[src/hw/rtl/c2s_pkg.sv]
// ----------------------------------------------------------------------------
// c2s_pkg
// Shared constants, sideband flags and tables for the cartesian to spherical
// core: angle accumulator format, turn constants, arctangent table, gain.
// ----------------------------------------------------------------------------
package c2s_pkg;

  // coordinates are scaled up by this many guard bits inside the datapath
  localparam int unsigned GuardW = 8;

  // angle accumulator: 2^32 units per turn, headroom for start offset and residual
  localparam int unsigned AccW = 34;

  localparam logic signed [AccW-1:0] TurnHalf    = 34'sh0_8000_0000;
  localparam logic signed [AccW-1:0] TurnQuarter = 34'sh0_4000_0000;

  // inverse cordic gain in q32: limit value plus a correction for short chains
  localparam logic [31:0] InvGainLimit = 32'd2608131496;
  localparam logic [31:0] InvGainCorr  = 32'd1738754331;

  // per point flags for the exact special cases
  typedef struct packed {
    logic x_zero;
    logic y_zero;
    logic z_zero;
    logic x_neg;
    logic y_neg;
    logic z_neg;
  } c2s_flags_t;

  // atan(2^-i) in units of 2^-32 turn
  function automatic logic [31:0] c2s_atan(input logic [4:0] idx);
    logic [31:0] val;
    case (idx)
      5'd0:    val = 32'h20000000;
      5'd1:    val = 32'h12E4051E;
      5'd2:    val = 32'h09FB385B;
      5'd3:    val = 32'h051111D4;
      5'd4:    val = 32'h028B0D43;
      5'd5:    val = 32'h0145D7E1;
      5'd6:    val = 32'h00A2F61E;
      5'd7:    val = 32'h00517C55;
      5'd8:    val = 32'h0028BE53;
      5'd9:    val = 32'h00145F2F;
      5'd10:   val = 32'h000A2F98;
      5'd11:   val = 32'h000517CC;
      5'd12:   val = 32'h00028BE6;
      5'd13:   val = 32'h000145F3;
      5'd14:   val = 32'h0000A2FA;
      5'd15:   val = 32'h0000517D;
      5'd16:   val = 32'h000028BE;
      5'd17:   val = 32'h0000145F;
      5'd18:   val = 32'h00000A30;
      5'd19:   val = 32'h00000518;
      5'd20:   val = 32'h0000028C;
      5'd21:   val = 32'h00000146;
      5'd22:   val = 32'h000000A3;
      5'd23:   val = 32'h00000051;
      5'd24:   val = 32'h00000029;
      5'd25:   val = 32'h00000014;
      5'd26:   val = 32'h0000000A;
      5'd27:   val = 32'h00000005;
      5'd28:   val = 32'h00000003;
      5'd29:   val = 32'h00000001;
      5'd30:   val = 32'h00000001;
      default: val = 32'h00000000;
    endcase
    return val;
  endfunction

  // inverse gain for a chain of the given length, rounded to q32
  function automatic logic [31:0] c2s_inv_gain(input int unsigned stages);
    logic [63:0]  g;
    int unsigned  s;
    g = 64'(InvGainLimit);
    s = 2 * stages;
    if (stages >= 1 && stages < 16) begin
      g = g + ((64'(InvGainCorr) + (64'd1 << (s - 1))) >> s);
    end
    return g[31:0];
  endfunction

endpackage

[src/hw/rtl/c2s_gain.sv]
// ----------------------------------------------------------------------------
// c2s_gain
// Two-stage gain correction: multiplies a non-negative value by the inverse
// cordic gain in q32 and rounds half up. Angle and sideband ride along.
// ----------------------------------------------------------------------------
module c2s_gain #(
  parameter int unsigned DataW  = 36,
  parameter int unsigned Stages = 20,
  parameter int unsigned SideW  = 1
) (
  input  logic                              clk_i,
  input  logic                              rst_ni,
  input  logic                              valid_i,
  input  logic signed [DataW-1:0]           v_i,
  input  logic signed [c2s_pkg::AccW-1:0]   ang_i,
  input  logic        [SideW-1:0]           side_i,
  output logic                              valid_o,
  output logic signed [DataW-1:0]           v_o,
  output logic signed [c2s_pkg::AccW-1:0]   ang_o,
  output logic        [SideW-1:0]           side_o
);
  import c2s_pkg::*;

  localparam logic [31:0] Gain    = c2s_inv_gain(Stages);
  localparam int unsigned HiW     = (DataW > 32) ? DataW - 32 : 1;
  localparam int unsigned ExtW    = DataW + 31;
  localparam int unsigned ProdHiW = HiW + 32;
  localparam int unsigned SumW    = HiW + 34;

  logic [DataW-2:0]   mag;
  logic [ExtW-1:0]    ext;
  logic [63:0]        p_lo_d;
  logic [ProdHiW-1:0] p_hi_d;
  logic [64:0]        rnd;
  logic [SumW-1:0]    sum;

  logic                    vld_a_q;
  logic [63:0]             p_lo_q;
  logic [ProdHiW-1:0]      p_hi_q;
  logic signed [AccW-1:0]  ang_a_q;
  logic [SideW-1:0]        side_a_q;
  logic                    vld_b_q;
  logic signed [DataW-1:0] v_q;
  logic signed [AccW-1:0]  ang_b_q;
  logic [SideW-1:0]        side_b_q;

  // partial products: low 32 bits and the few bits above them
  always_comb begin
    mag    = v_i[DataW-1] ? '0 : v_i[DataW-2:0];
    ext    = ExtW'(mag);
    p_lo_d = 64'(ext[31:0]) * 64'(Gain);
    p_hi_d = ProdHiW'(ext[32 +: HiW]) * ProdHiW'(Gain);
  end

  // recombine with rounding of the low product
  always_comb begin
    rnd = 65'(p_lo_q) + 65'h0_8000_0000;
    sum = SumW'(p_hi_q) + SumW'(rnd[64:32]);
  end

  // valid bits
  always_ff @(posedge clk_i or negedge rst_ni) begin
    if (!rst_ni) begin
      vld_a_q <= 1'b0;
      vld_b_q <= 1'b0;
    end else begin
      vld_a_q <= valid_i;
      vld_b_q <= vld_a_q;
    end
  end

  // product stage
  always_ff @(posedge clk_i) begin
    if (valid_i) begin
      p_lo_q   <= p_lo_d;
      p_hi_q   <= p_hi_d;
      ang_a_q  <= ang_i;
      side_a_q <= side_i;
    end
  end

  // sum stage
  always_ff @(posedge clk_i) begin
    if (vld_a_q) begin
      v_q      <= $signed(sum[DataW-1:0]);
      ang_b_q  <= ang_a_q;
      side_b_q <= side_a_q;
    end
  end

  assign valid_o = vld_b_q;
  assign v_o     = v_q;
  assign ang_o   = ang_b_q;
  assign side_o  = side_b_q;

endmodule

[config.mk]
export PLATFORM = sky130hd
export DESIGN_NAME = c2s_gain
export DESIGN_NICKNAME = d
export VERILOG_FILES = /design/src/hw/rtl/c2s_pkg.sv /design/src/hw/rtl/c2s_gain.sv
export SDC_FILE = /design/constraint.sdc
export NUM_CORES = 1
export LEC_CHECK = 0
export BUFFER_PORTS_ARGS = -buffer_cell sky130_fd_sc_hd__buf_2
export CORE_MARGIN = 8
export CORE_UTILIZATION = 50
export DETAILED_ROUTE_END_ITERATION = 6
export GPL_TIMING_DRIVEN = 0
export PLACE_DENSITY_LB_ADDON = 0.08
export RECOVER_POWER = 50
export SETUP_SLACK_MARGIN = 0.2
export SLEW_MARGIN = 20
export SYNTH_ARGS = -nofsm -noshare
export SYNTH_HDL_FRONTEND = slang
export SYNTH_SLANG_ARGS = --single-unit
[constraint.sdc]
create_clock -name clk_i -period 3.7 [get_ports clk_i]
set_input_delay 0.185 -clock clk_i [delete_from_list [all_inputs] [get_ports clk_i]]
set_output_delay 0.185 -clock clk_i [all_outputs]
set_load 0.05 [all_outputs]
==> impl_metrics.xml <==
<?xml version="1.0" encoding="UTF-8"?>
<metrics>
  <group name="status">
    <metric name="outcome" unit="">finished with violations</metric>
    <metric name="violations" unit="">max-capacitance violations, max-slew violations, negative setup slack</metric>
  </group>
  <group name="worst_setup_path">
    <metric name="maximum_fanout_encountered_on_the_critical_timing_path" unit="">7</metric>
    <metric name="critical_path_required" unit="ns">3.87</metric>
    <metric name="criticalPathCategory" unit="">in2reg</metric>
    <metric name="r2r_path_start" unit="">p_lo_q[32]</metric>
    <metric name="critical_path.endpoint_type" unit="">flop</metric>
    <metric name="crit_path_from" unit="">v_i[35]</metric>
    <metric name="critPathLaunchType" unit="">input pin</metric>
    <metric name="crit_arrival" unit="ns">7.13</metric>
  </group>
  <group name="yosys">
    <metric name="synth.net_count" unit="">3409</metric>
    <metric name="synth_top_area_share" unit="%">34.4</metric>
    <metric name="synth_enable_flop_cells" unit="">170</metric>
    <metric name="seq_area_frac_synth" unit="%">19.4</metric>
    <metric name="mappedNetlistArea" unit="um^2">26500</metric>
    <metric name="synth.yosys.warnings" unit="">0</metric>
    <metric name="ys_top_cells_by_area" unit="">fa_1 (34%), edfxtp_1 (19%), ha_1 (19%)</metric>
    <metric name="syn-instance-count" unit="">2485</metric>
    <metric name="postSynth.topFlopCell" unit="">edfxtp_1</metric>
    <metric name="yosys.cell_types.count" unit="">69</metric>
    <metric name="synth.ff_latch_count" unit="">172</metric>
    <metric name="synth.avg_cell_area" unit="um^2">10.7</metric>
    <metric name="asyncSetResetFlopFracSynth" unit="%">1.16</metric>
    <metric name="yosys.area.top_type" unit="">fa_1</metric>
  </group>
  <group name="routing">
    <metric name="detail_route.wirelength" unit="um">71900</metric>
    <metric name="avgRoutedWirePerCell" unit="um">20.2</metric>
    <metric name="remaining_drc_errors" unit="">0</metric>
    <metric name="route.detailed.vias_per_inst" unit="">5.12</metric>
    <metric name="drt-pass1-iter-count" unit="">4</metric>
    <metric name="vias" unit="">18200</metric>
    <metric name="drt_first_iter_violations" unit="">881</metric>
    <metric name="residual_antenna_violating_net_count_after_detailed_routing" unit="">0</metric>
  </group>
  <group name="sta">
    <metric name="timing.clock.skew" unit="ns">0.0104</metric>
    <metric name="setup_repair_after_global_routing_missed_its_margin" unit="">true</metric>
    <metric name="finalWorstPathRequiredPeriod" unit="ns">6.95</metric>
    <metric name="timing.max_slew.rel_slack" unit="%">-16.4</metric>
    <metric name="timing.fmax" unit="MHz">144</metric>
    <metric name="hold_viol_final" unit="">0</metric>
    <metric name="finalHoldWorstSlack" unit="ns">0.0688</metric>
    <metric name="final_max_slew_viol_count" unit="">103</metric>
    <metric name="final-setup-viol-count" unit="">34</metric>
    <metric name="finalWorstSetupSlack" unit="ns">-3.25</metric>
    <metric name="timing_worst_slew_pin_value" unit="ns">1.75</metric>
    <metric name="final.period_utilization" unit="%">188</metric>
  </group>
  <group name="floorplan">
    <metric name="rows" unit="">84</metric>
    <metric name="fp.dieArea" unit="um^2">60700</metric>
    <metric name="ios" unit="">146</metric>
    <metric name="floorplan.die.height" unit="um">246</metric>
    <metric name="core_area" unit="um^2">52600</metric>
    <metric name="die_width" unit="um">246</metric>
    <metric name="initial_utilization" unit="%">50.5</metric>
  </group>
  <group name="clocking">
    <metric name="clk-insertion-delay-late" unit="ns">0.43</metric>
    <metric name="cts_inserted_buffers" unit="">17</metric>
    <metric name="clock_sink_count" unit="">172</metric>
    <metric name="cts_root_buffer" unit="">clkbuf_16</metric>
    <metric name="tritoncts" unit="">built</metric>
    <metric name="clk_transition_reported_paths" unit="ns">0.06</metric>
    <metric name="clock_tree.htree_level_count" unit="">4</metric>
    <metric name="cts.path.max_buffers" unit="">2</metric>
  </group>
  <group name="global_route">
    <metric name="grt-busiest-layer" unit="">met2</metric>
    <metric name="antenna_found_initial" unit="">0</metric>
    <metric name="globalRoute.totalOverflow" unit="">0</metric>
    <metric name="grt_pass1_vias" unit="">19600</metric>
    <metric name="grt_start_max_net_pins" unit="">68</metric>
    <metric name="globalRouteTotalUtil" unit="%">23.8</metric>
    <metric name="met1_demand_to_capacity_share_in_global_routing" unit="%">33.9</metric>
    <metric name="grt_first_pass_wirelength" unit="um">111000</metric>
    <metric name="globalRouteMet2Util" unit="%">37.5</metric>
    <metric name="gr-usage-met3" unit="%">4.31</metric>
  </group>
  <group name="finish">
    <metric name="mostFrequentLayoutCells" unit="">inv_1 (682), fa_1 (431), ha_1 (348), edfxtp_1 (170), buf_4 (138)</metric>
    <metric name="multi_input_area" unit="um^2">20100</metric>
    <metric name="register_area" unit="um^2">5150</metric>
    <metric name="count_of_filler_cells_inserted_in_the_layout" unit="">4409</metric>
    <metric name="layout_nets" unit="">3783</metric>
    <metric name="area_grow_syn2layout" unit="%">22.0</metric>
    <metric name="diodes" unit="">0</metric>
    <metric name="mostFrequentLayoutCell" unit="">inv_1</metric>
    <metric name="drive_above_1_share" unit="%">22.0</metric>
  </group>
  <group name="place">
    <metric name="dp_worst_slack" unit="ns">-4.61</metric>
    <metric name="post-dp-hpwl" unit="um">59600</metric>
    <metric name="port-buffer-count" unit="">144</metric>
    <metric name="gp_congestion" unit="">0.938</metric>
  </group>
  <group name="min_path">
    <metric name="hold_path.class" unit="">in2async</metric>
  </group>
  <group name="job">
    <metric name="drv_cap" unit="">2</metric>
  </group>
</metrics>
[per-layer routing]
metal	vias to the layer above	part of all wire, %
met1	9032	45
met3	77	7.5
met4	0	2.2
met2	532	45
li1	8587	-
met5	-	0
[logic make-up after synthesis]
| group | share of synthesized area (%) |
|---|---|
| adders and majority gates | 53.0 |
| buffers and inverters | 10.7 |
| and+or+nand+nor | 6.00 |
| AOI/OAI and AO/OA | 7.04 |
| DFF | 19.4 |
| xor gates and xnor gates | 3.86 |
[cell usage after synthesis, drive strengths merged, types with 2 or more instances]
cell type    n
fa         456
a21oi       92
nor4         5
nor3b        2
xnor2       74
a21boi       2
or4          2
nand3       31
nand4       31
ha         394
o21a         5
a2111oi      3
o211ai       6
a22oi        3
nand2       70
clkbuf      22
edfxtp     170
a211oi       6
a21o        54
or2          2
nor2        69
and2         9
nor4b        2
o31a         2
a31oi        9
o31ai        5
or3          5
and3        18
xor2        43
nand3b       2
o21ai       58
o21bai      12
a221oi       7
nor3        10
dfrtp        2
nor2b       20
inv        732
a311oi       4
o22ai        3
nand2b      29
[flip-flops by register name, indices dropped and copies added, names as in the netlist, 31 cells and up]
name / flops
ang_a_q: 34
ang_o: 34
p_hi_q: 31
p_lo_q: 33
v_o: 36
[area by class of cell]
type                            instances  share of cell area, %
Sequential cell                       172                   15.9
Clock inverter                         12                  0.383
Clock buffer                           18                   1.33
Timing Repair Buffer                  355                   8.18
Tap cell                              688                   2.66
Multi-Input combinational cell       1558                   62.1
Buffer                                 23                  0.572
Inverter                              732                   8.81
[stage by stage]
stage	util, %	std cells	cell area [um^2]	setup TNS, ns
6_report	61.6	3558	32400	-98.82
5_1_grt	61.6	3558	32400	-105.68
2_1_floorplan	-	2485	26900	-90.68
3_5_place_dp	54.4	3320	28600	-149.60
4_1_cts	60.0	3501	31500	-95.72
3_3_place_gp	54.3	3317	28500	-155.37
[worst max-delay path, cell delays in order]
cell and delay [ns]:
buf_16 0.13, clkbuf_16 0.17, nor2b_4 0.13, buf_12 0.14, inv_4 0.03, fa_1 0.45, fa_1 0.53, inv_2 0.04
fa_1 0.54, inv_2 0.05, fa_1 0.54, inv_1 0.05, fa_1 0.51, fa_1 0.43, fa_1 0.51, inv_2 0.05
fa_2 0.59, inv_2 0.06, ha_4 0.23, a21oi_4 0.16, o211ai_1 0.15, a211oi_2 0.24, nand3b_4 0.14, o31a_4 0.34
a21oi_4 0.18, o221ai_4 0.13, a221oi_2 0.28, xnor2_1 0.11
[worst paths after layout]
path	end	slack, ns	depth (start not counted)
hold / removal	vld_a_q	0.07	2
min in group clk_i	p_hi_q[4]	0.29	2
max in group asynchronous	valid_o	3.51	2
setup / recovery	p_lo_q[57]	-3.25	28
setup reg to reg	v_o[34]	-0.04	16
hold reg to reg	ang_o[7]	0.41	0
[timing repair]
action                                  in CTS  in global routing
hold buffers                                36                  0
buffers inserted                           114                 57
hold endpoints to repair                    37                  0
pin swaps                                   86                 76
gates resized for setup                    224                106
cloned                                       1                  0
endpoints found under the setup margin      60                 52
Power is left out: the tool's default activity adds up to more than one toggle a clock period on the data nets, which glitch-free logic cannot reach.
