[src/hw/rtl/c2s_pkg.sv]
// ----------------------------------------------------------------------------
// c2s_pkg
// Shared constants, sideband flags and tables for the cartesian to spherical
// core: angle accumulator format, turn constants, arctangent table, gain.
// ----------------------------------------------------------------------------
package c2s_pkg;

  // coordinates are scaled up by this many guard bits inside the datapath
  localparam int unsigned GuardW = 8;

  // angle accumulator: 2^32 units per turn, headroom for start offset and residual
  localparam int unsigned AccW = 34;

  localparam logic signed [AccW-1:0] TurnHalf    = 34'sh0_8000_0000;
  localparam logic signed [AccW-1:0] TurnQuarter = 34'sh0_4000_0000;

  // inverse cordic gain in q32: limit value plus a correction for short chains
  localparam logic [31:0] InvGainLimit = 32'd2608131496;
  localparam logic [31:0] InvGainCorr  = 32'd1738754331;

  // per point flags for the exact special cases
  typedef struct packed {
    logic x_zero;
    logic y_zero;
    logic z_zero;
    logic x_neg;
    logic y_neg;
    logic z_neg;
  } c2s_flags_t;

  // atan(2^-i) in units of 2^-32 turn
  function automatic logic [31:0] c2s_atan(input logic [4:0] idx);
    logic [31:0] val;
    case (idx)
      5'd0:    val = 32'h20000000;
      5'd1:    val = 32'h12E4051E;
      5'd2:    val = 32'h09FB385B;
      5'd3:    val = 32'h051111D4;
      5'd4:    val = 32'h028B0D43;
      5'd5:    val = 32'h0145D7E1;
      5'd6:    val = 32'h00A2F61E;
      5'd7:    val = 32'h00517C55;
      5'd8:    val = 32'h0028BE53;
      5'd9:    val = 32'h00145F2F;
      5'd10:   val = 32'h000A2F98;
      5'd11:   val = 32'h000517CC;
      5'd12:   val = 32'h00028BE6;
      5'd13:   val = 32'h000145F3;
      5'd14:   val = 32'h0000A2FA;
      5'd15:   val = 32'h0000517D;
      5'd16:   val = 32'h000028BE;
      5'd17:   val = 32'h0000145F;
      5'd18:   val = 32'h00000A30;
      5'd19:   val = 32'h00000518;
      5'd20:   val = 32'h0000028C;
      5'd21:   val = 32'h00000146;
      5'd22:   val = 32'h000000A3;
      5'd23:   val = 32'h00000051;
      5'd24:   val = 32'h00000029;
      5'd25:   val = 32'h00000014;
      5'd26:   val = 32'h0000000A;
      5'd27:   val = 32'h00000005;
      5'd28:   val = 32'h00000003;
      5'd29:   val = 32'h00000001;
      5'd30:   val = 32'h00000001;
      default: val = 32'h00000000;
    endcase
    return val;
  endfunction

  // inverse gain for a chain of the given length, rounded to q32
  function automatic logic [31:0] c2s_inv_gain(input int unsigned stages);
    logic [63:0]  g;
    int unsigned  s;
    g = 64'(InvGainLimit);
    s = 2 * stages;
    if (stages >= 1 && stages < 16) begin
      g = g + ((64'(InvGainCorr) + (64'd1 << (s - 1))) >> s);
    end
    return g[31:0];
  endfunction

endpackage

[src/hw/rtl/c2s_format.sv]
// ----------------------------------------------------------------------------
// c2s_format
// Output formatting in two stages: exact special-case angles, clamping and
// radius rounding, then angle rounding to the output unit and radius saturation.
// ----------------------------------------------------------------------------
module c2s_format #(
  parameter int unsigned CoordW = 24,
  parameter int unsigned AngleW = 18,
  parameter int unsigned DataW  = 36
) (
  input  logic                              clk_i,
  input  logic                              rst_ni,
  input  logic                              valid_i,
  input  logic signed [DataW-1:0]           r_i,
  input  logic signed [c2s_pkg::AccW-1:0]   pol_i,
  input  logic signed [c2s_pkg::AccW-1:0]   az_i,
  input  c2s_pkg::c2s_flags_t               flags_i,
  output logic                              valid_o,
  output logic        [CoordW-1:0]          radius_o,
  output logic        [AngleW-1:0]          polar_angle_o,
  output logic signed [AngleW:0]            azimuth_o
);
  import c2s_pkg::*;

  localparam int unsigned RadW = DataW - GuardW;
  localparam int unsigned Sh   = 32 - AngleW;

  logic [DataW-2:0]       mag;
  logic [DataW-1:0]       rsum;
  logic signed [AccW-1:0] az_d;
  logic signed [AccW-1:0] pol_d;
  logic signed [AccW-1:0] az_rnd;
  logic signed [AccW-1:0] pol_rnd;
  logic [CoordW-1:0]      radius_d;

  logic                   vld1_q;
  logic signed [AccW-1:0] az_q;
  logic signed [AccW-1:0] pol_q;
  logic [RadW-1:0]        rad_q;
  logic                   vld2_q;
  logic [CoordW-1:0]      radius_q;
  logic [AngleW-1:0]      polar_q;
  logic signed [AngleW:0] azim_q;

  // azimuth: exact values on the axes, otherwise clamp to half a turn
  always_comb begin
    az_d = az_i;
    if (flags_i.x_zero && flags_i.y_zero) begin
      az_d = '0;
    end else if (flags_i.x_zero) begin
      az_d = flags_i.y_neg ? -TurnQuarter : TurnQuarter;
    end else if (flags_i.y_zero) begin
      az_d = flags_i.x_neg ? TurnHalf : '0;
    end else if (az_i > TurnHalf) begin
      az_d = TurnHalf;
    end else if (az_i < -TurnHalf) begin
      az_d = -TurnHalf;
    end
  end

  // polar angle: origin, xy plane and z axis exact, otherwise clamp
  always_comb begin
    pol_d = pol_i;
    if (flags_i.x_zero && flags_i.y_zero && flags_i.z_zero) begin
      pol_d = '0;
    end else if (flags_i.z_zero) begin
      pol_d = TurnQuarter;
    end else if (flags_i.x_zero && flags_i.y_zero) begin
      pol_d = flags_i.z_neg ? TurnHalf : '0;
    end else if (pol_i > TurnHalf) begin
      pol_d = TurnHalf;
    end else if (pol_i < 0) begin
      pol_d = '0;
    end
  end

  // radius: drop guard bits with half-up rounding
  always_comb begin
    mag  = r_i[DataW-1] ? '0 : r_i[DataW-2:0];
    rsum = DataW'(mag) + DataW'(1 << (GuardW - 1));
  end

  // angle rounding to the output unit
  if (Sh > 0) begin : g_round
    localparam logic signed [AccW-1:0] Half = AccW'(1) << (Sh - 1);
    assign pol_rnd = (pol_q + Half) >>> Sh;
    assign az_rnd  = (az_q + Half) >>> Sh;
  end else begin : g_exact
    assign pol_rnd = pol_q;
    assign az_rnd  = az_q;
  end

  // radius saturation to the coordinate range
  assign radius_d = (|rad_q[RadW-1:CoordW]) ? '1 : rad_q[CoordW-1:0];

  // valid bits
  always_ff @(posedge clk_i or negedge rst_ni) begin
    if (!rst_ni) begin
      vld1_q <= 1'b0;
      vld2_q <= 1'b0;
    end else begin
      vld1_q <= valid_i;
      vld2_q <= vld1_q;
    end
  end

  // select stage
  always_ff @(posedge clk_i) begin
    if (valid_i) begin
      az_q  <= az_d;
      pol_q <= pol_d;
      rad_q <= rsum[DataW-1:GuardW];
    end
  end

  // output registers
  always_ff @(posedge clk_i) begin
    if (vld1_q) begin
      radius_q <= radius_d;
      polar_q  <= pol_rnd[AngleW-1:0];
      azim_q   <= az_rnd[AngleW:0];
    end
  end

  assign valid_o       = vld2_q;
  assign radius_o      = radius_q;
  assign polar_angle_o = polar_q;
  assign azimuth_o     = azim_q;

endmodule

[config.mk]
export PLATFORM = sky130hd
export DESIGN_NAME = c2s_format
export DESIGN_NICKNAME = d
export VERILOG_FILES = /design/src/hw/rtl/c2s_pkg.sv /design/src/hw/rtl/c2s_format.sv
export SDC_FILE = /design/constraint.sdc
export NUM_CORES = 1
export LEC_CHECK = 0
export BUFFER_PORTS_ARGS = -buffer_cell sky130_fd_sc_hd__buf_4
export CAP_MARGIN = 20
export CORE_MARGIN = 4
export CORE_UTILIZATION = 38
export DETAILED_ROUTE_END_ITERATION = 6
export PLACE_DENSITY = 0.68
export SYNTH_ARGS = -nofsm -noshare
export SYNTH_HDL_FRONTEND = slang
export SYNTH_SLANG_ARGS = --single-unit
[constraint.sdc]
create_clock -name clk_i -period 2.3 [get_ports clk_i]
set_clock_uncertainty 0.1 [all_clocks]
set_input_delay 0 -clock clk_i [delete_from_list [all_inputs] [get_ports clk_i]]
set_output_delay 0 -clock clk_i [all_outputs]
set_load 0.05 [all_outputs]
==> flow_summary.ini, run 1 <==
[die]
core-area_sq_um = 15400
ios = 175
die_w_microns = 134
die_h_microns = 134
num_rows = 45
start_util_pct = 39.3
dieArea_sq_um = 18000

[synth]
synth-main-ff-cell = edfxtp_1
synth-warning-count = 0
synth_top_area_share_pct = 63.7
ys_seq_area_share_pct = 64.5
postSynth.asyncResetShare_pct = 1.54
syn-mean-instance-area_sq_um = 12.3
synth.top_cells.by_count = edfxtp_1, nor2_1, nand3_1
ys_ff_latch = 130
synth_nets = 607
synth_top_area_cell = edfxtp_1
yosys-top-cells-area = edfxtp_1, xnor2_1, nor2_1, nand3_1, nand2b_1
syn-cell-area_sq_um = 6040
synth-edff-count = 128
synthCells = 491
yosysUniqueCellTypes = 41
yosysMostFrequentCell = edfxtp_1

[clock_tree]
cts_buffer_depth = 2
cts_tree = done
cts.sinks = 130
clk_pin_slew_ns = 0.06
cts-root-buf = clkbuf_16
clk_latency_ns = 0.41
cts_made_buffers = 17
htreeDepth = 4

[finish]
fill_cells = 1226
final_nets = 877
seq_area_sq_um = 3890
final_area_sq_um = 9060
syn2layout_area_growth_pct = 50.1
multi_input_comb_area_sq_um = 2100
layout-drive-gt1-share_pct = 28.2

[worst_setup_path]
critPathCaptureType = flip-flop
arrival_ns = 2.22
max_stage_delay_ns = 0.55
r2r_setup_slack_ns = 0.28
start_kind = input port
cp_cell_sequence = dlygate4sd3_1 > buf_4 > nand4_2 > nor4_2 > nand4_1 > mux2_1 > dlygate4sd3_1
cp_num_buf_inv = 3
timing.rr.start = az_q[13]
r2r_end = azimuth_o[15]
cp_top_family = buffers and inverters
crit_type = in -> reg
critPathRequiredTime_ns = 2.36
reg2reg_depth = 5
worst_path_most_repeated_cell = dlygate4sd3_1
path_max_fanout = 6
cp_slowest_cell = dlygate4sd3_1

[power_and_ir_drop]
vdd_drop_max_mv = 0.483
netSwitchingFraction_pct = 24.4
clkPwrFrac_pct = 39.9
pwr-share-comb_pct = 15.8
seqPwrFrac_pct = 44.3
p_switching_mw = 1.59
p_leak_nw = 3.42
power_density_nw_per_um2 = 718
intPower_mw = 4.92

[sta]
slew_viol_final = 0
worstMarginPinSlew_ns = 0.799
layout_min_cycle_time_ns = 2.16
grt_setup_unrepaired = no
fmax_mhz = 463
finalCritPeriodShare_pct = 93.9
setup-violations-final = 0
fin_setup_tns_ns = 0
hold_violations = 0
maxSlewHeadroom_pct = 46.8

[route]
drt_iter0_drc = 127
drt_pass1_iterations = 4
wire_per_inst_microns = 14.4
drcViolationCount = 0
vias = 4828
wl_microns = 14200
viasPerCell = 4.91
ant_nets = 0

[global_route]
antenna_found_initial = 1
overflow = 0
grt_pass1_vias = 4968
grt_max_degree = 69
grt_use_total_pct = 16.4
grt_pass1_wl_microns = 23600

[hold_path]
worstHoldEndpoint = rad_q[18]
holdPathStages = 3
hp-start = r_i[35]
holdCritPathClass = in -> reg

[placement]
postPlaceCellArea_sq_um = 7600
hpwlAfterDp_microns = 10200
place.gp.congestion = 0.893
port_buffers = 167

[run]
max_cap_violations = 0

[status]
status = complete, no violations
-- layout make-up --
cell class	count	share of cell area, %
Antenna cell	1	0.0276
Clock buffer	19	4.78
Sequential cell	130	43.0
Clock inverter	11	1.52
Tap cell	211	2.91
Timing Repair Buffer	264	24.4
Multi-Input combinational cell	344	23.2
Inverter	4	0.166
-- stage by stage --
stage	instances	worst slack (ns)	hold WS [ns]	util, %	total power [mW]
after floorplan	491	0.0756	-0.396	-	3.43
after global placement	866	0.174	-0.308	49.5	3.82
after CTS	982	0.0376	0.000664	58.8	6.56
after detailed placement	866	0.139	-0.311	49.5	3.84
after global routing	984	0.00720	0.0364	58.9	6.75
final	984	0.140	0.0161	58.9	6.51
-- worst register-to-register path, delay by kind of cell, from the launching register on --
family        cells  cell delay (ns)
fa+ha+maj         1             0.30
flops             1             0.39
simple gates      3             0.78
xor+xnor          1             0.18
-- placed cells by master, fill, tap and decap left out, types with 2 or more instances in the layout --
cell type	count
nand3b_1	4
bufinv_16	3
inv_1	4
nor2b_1	12
and4_1	5
nand2b_1	28
nor2_1	62
mux2_2	2
clkbuf_1	2
clkbuf_16	17
and3_1	8
xor2_1	18
a21oi_1	4
o31ai_1	3
nand4_1	18
xnor2_1	34
nand2_1	34
mux2i_1	3
dlygate4sd3_1	86
or4_1	5
nor4_2	3
nor3_1	12
a31oi_1	2
nand4b_1	2
ha_1	3
nand3_2	2
nor4_1	18
clkinv_2	3
edfxtp_1	128
nand3_1	44
mux2_1	2
inv_6	2
clkinv_1	2
and4b_1	2
or2_2	3
buf_4	177
-- flip-flops by register name, indices dropped and copies added (netlist names) --
name / flops
rad_q: 28
radius_o: 24
az_q: 20
azimuth_o: 19
pol_q: 19
polar_angle_o: 18
valid_o: 1
vld1_q: 1
-- how the worst max path moves through the flow --
stage / from / end / slack [ns] / depth (start not counted)
CTS: r_i[13] / rad_q[23] / 0.04 / 7
global route: r_i[13] / rad_q[23] / 0.007 / 7
finish: r_i[13] / rad_q[23] / 0.14 / 7
floorplan: r_i[35] / rad_q[19] / 0.08 / 8
detailed placement: r_i[35] / rad_q[19] / 0.14 / 7
global placement: r_i[35] / rad_q[19] / 0.17 / 7
-- repair_timing --
item	CTS	global route
endpoints found under the hold margin	68	0
hold buffers	86	0
buffers inserted	0	0
endpoints found under the setup margin	0	3
resized for setup	0	4
-- power groups by stage --
stage          combinational, mW  sequential (mW)  clock (mW)
5_1_grt                     1.09             2.91        2.75
6_report                    1.03             2.89        2.60
2_1_floorplan              0.180             3.25           0
3_3_place_gp               0.895             2.93           0
3_5_place_dp               0.902             2.93           0
4_1_cts                     1.02             2.89        2.65
-- routing by layer --
metal	routed length [microns]	share of wire, %	global-route usage, %
met5	0	0	0
met4	670	4.7	8.77
met3	914	6.4	5.21
met2	7330	52	28.5
met1	5260	37	17.8
-- cell families after synthesis --
logic type               after synthesis  synth area share [%]
AND/OR/NAND/NOR                      269                  23.7
flip-flops                           130                  64.5
XOR/XNOR                              52                  7.54
buffers and inverters                 17                  1.06
AO/OA/AOI/OAI                         13                  1.37
multiplexers                           7                  1.24
adder cells (fa/ha/maj)                3                 0.622
No activity file was read; power rests on OpenSTA's default activity.
==> inputs of run 2 (changes only) <==
--- a/config.mk
+++ b/config.mk
@@ -9,7 +9,7 @@
 export CAP_MARGIN = 20
 export CORE_MARGIN = 4
-export CORE_UTILIZATION = 38
+export CORE_UTILIZATION = 52
 export DETAILED_ROUTE_END_ITERATION = 6
-export PLACE_DENSITY = 0.68
+export PLACE_DENSITY = 0.86
 export SYNTH_ARGS = -nofsm -noshare
 export SYNTH_HDL_FRONTEND = slang
--- a/constraint.sdc
+++ b/constraint.sdc
@@ -3,3 +3,3 @@
 set_input_delay 0 -clock clk_i [delete_from_list [all_inputs] [get_ports clk_i]]
 set_output_delay 0 -clock clk_i [all_outputs]
-set_load 0.05 [all_outputs]
+set_load 0.1 [all_outputs]
==> flow_summary.ini, run 2 (same netlist as run 1, synthesis figures left out) <==
[power_and_ir_drop]
p_switching_mw = 2.00
p_leak_nw = 3.46
pwr-share-comb_pct = 18.8
clkPwrFrac_pct = 41.4
seqPwrFrac_pct = 39.9
vdd_drop_max_mv = 0.762
intPower_mw = 5.28
power_density_nw_per_um2 = 804
netSwitchingFraction_pct = 27.5
p_total_mw = 7.28

[sta]
grt_setup_unrepaired = no
worstMarginPinSlew_ns = 0.850
slew_viol_final = 0
fmax_mhz = 461
layout_min_cycle_time_ns = 2.17
holdWs_ns = 0.0134
hold_violations = 0
setup-violations-final = 0
fin_setup_tns_ns = 0
finalCritPeriodShare_pct = 94.2
maxSlewHeadroom_pct = 43.3

[global_route]
overflow = 0
grt_use_total_pct = 24.7
grt_pass1_wl_microns = 25200
antenna_found_initial = 0
grt_pass1_vias = 5200
grt_max_degree = 69

[finish]
final_nets = 878
fin_cells = 918
diodes = 0
layout_commonest_cell = buf_4
layout-drive-gt1-share_pct = 28.0
regMostFlops = rad_q
utilization_pct = 79.7
syn2layout_area_growth_pct = 50.1
largest_register_ffs = 28
final_cell_mix = buf_4, edfxtp_1, dlygate4sd3_1

[run]
max_cap_violations = 0

[worst_setup_path]
reg2reg_depth = 5
cp_slowest_cell = dlygate4sd3_1
max_stage_delay_ns = 0.57
arrival_ns = 2.34
worst_path_most_repeated_cell = dlygate4sd3_1
crit_type = in -> reg
cp_cell_sequence = dlygate4sd3_1 > buf_4 > nor4_1 > nand4_1 > o21a_1 > o22ai_1 > dlygate4sd3_1
critPathRequiredTime_ns = 2.48
critPathCaptureType = flip-flop
path_max_fanout = 18
start_kind = input port

[clock_tree]
clk_pin_slew_ns = 0.05
cts_buffer_depth = 2
cts.sinks = 130
clk_latency_ns = 0.40
cts_tree = done
cts-root-buf = clkbuf_16
htreeDepth = 4
cts_made_buffers = 17
post_cts_buffers = 0

[route]
wire_per_inst_microns = 17.8
wl_microns = 16300
drt_iter0_drc = 401
drcViolationCount = 0
drt_pass1_iterations = 7
vias = 5117
ant_nets = 0
viasPerCell = 5.57

[status]
status = complete, no violations

[placement]
place.gp.congestion = 0.909
port_buffers = 167
hpwlAfterDp_microns = 10000
dp_cells = 798

[hold_path]
holdPathStages = 3
holdCritPathClass = in -> reg

[die]
ios = 175
num_rows = 39
dieArea_sq_um = 13400
start_util_pct = 53.1
die_h_microns = 116
die_w_microns = 116
core-area_sq_um = 11400
## run 2: layer usage
metal / global-route usage (%) / up-vias / wire [microns]
met5: 0 / - / 0
met4: 14.2 / 0 / 754
met3: 6.27 / 69 / 1030
met2: 43.8 / 222 / 8660
met1: 26.8 / 2465 / 5890
li1: - / 2361 / -
## run 2: through the flow
step	area [sq um]	setup WS [ns]
after floorplan	6040	0.0756
after global placement	7520	0.191
after detailed placement	7520	0.147
after CTS	9050	0.189
after global routing	9060	0.0464
final	9060	0.133
## run 2: cell type report
| cell class | count | area [sq um] |
|---|---|---|
| Tap cell | 143 | 179 |
| Clock buffer | 24 | 492 |
| Timing Repair Buffer | 265 | 2220 |
| Fill cell | 617 | 2310 |
| Multi-Input combinational cell | 344 | 2090 |
| Clock inverter | 8 | 173 |
| Sequential cell | 130 | 3890 |
| Inverter | 4 | 15.0 |
## run 2: power groups by stage
stage / combinational (mW) / clock (mW) / sequential [mW]
after detailed placement: 1.23 / 0 / 2.94
after CTS: 1.35 / 3.02 / 2.90
after global routing: 1.42 / 3.17 / 2.92
after global placement: 1.22 / 0 / 2.93
final: 1.37 / 3.01 / 2.90
after floorplan: 0.180 / 0 / 3.59
## run 2: worst paths after layout
kind | start | endpoint | slack, ns
max | az_i[15] | az_q[30] | 0.13
min | r_i[13] | rad_q[5] | 0.01
max reg2reg | az_q[17] | azimuth_o[18] | 0.33
min reg2reg | rad_q[13] | radius_o[13] | 0.39
max in group asynchronous | rst_ni | vld1_q | 1.60
min in group asynchronous | rst_ni | valid_o | 0.36
## run 2: what timing repair did
item                      CTS  global route
hold endpoints to repair   67             0
resized for setup           0             0
hold buffers               87             0
## run 2: worst max-delay path: cells and delay by family
family | cells | cell delay, ns
AO/OA/AOI/OAI | 2 | 0.63
buffers and inverters | 3 | 1.25
AND/OR/NAND/NOR | 2 | 0.47
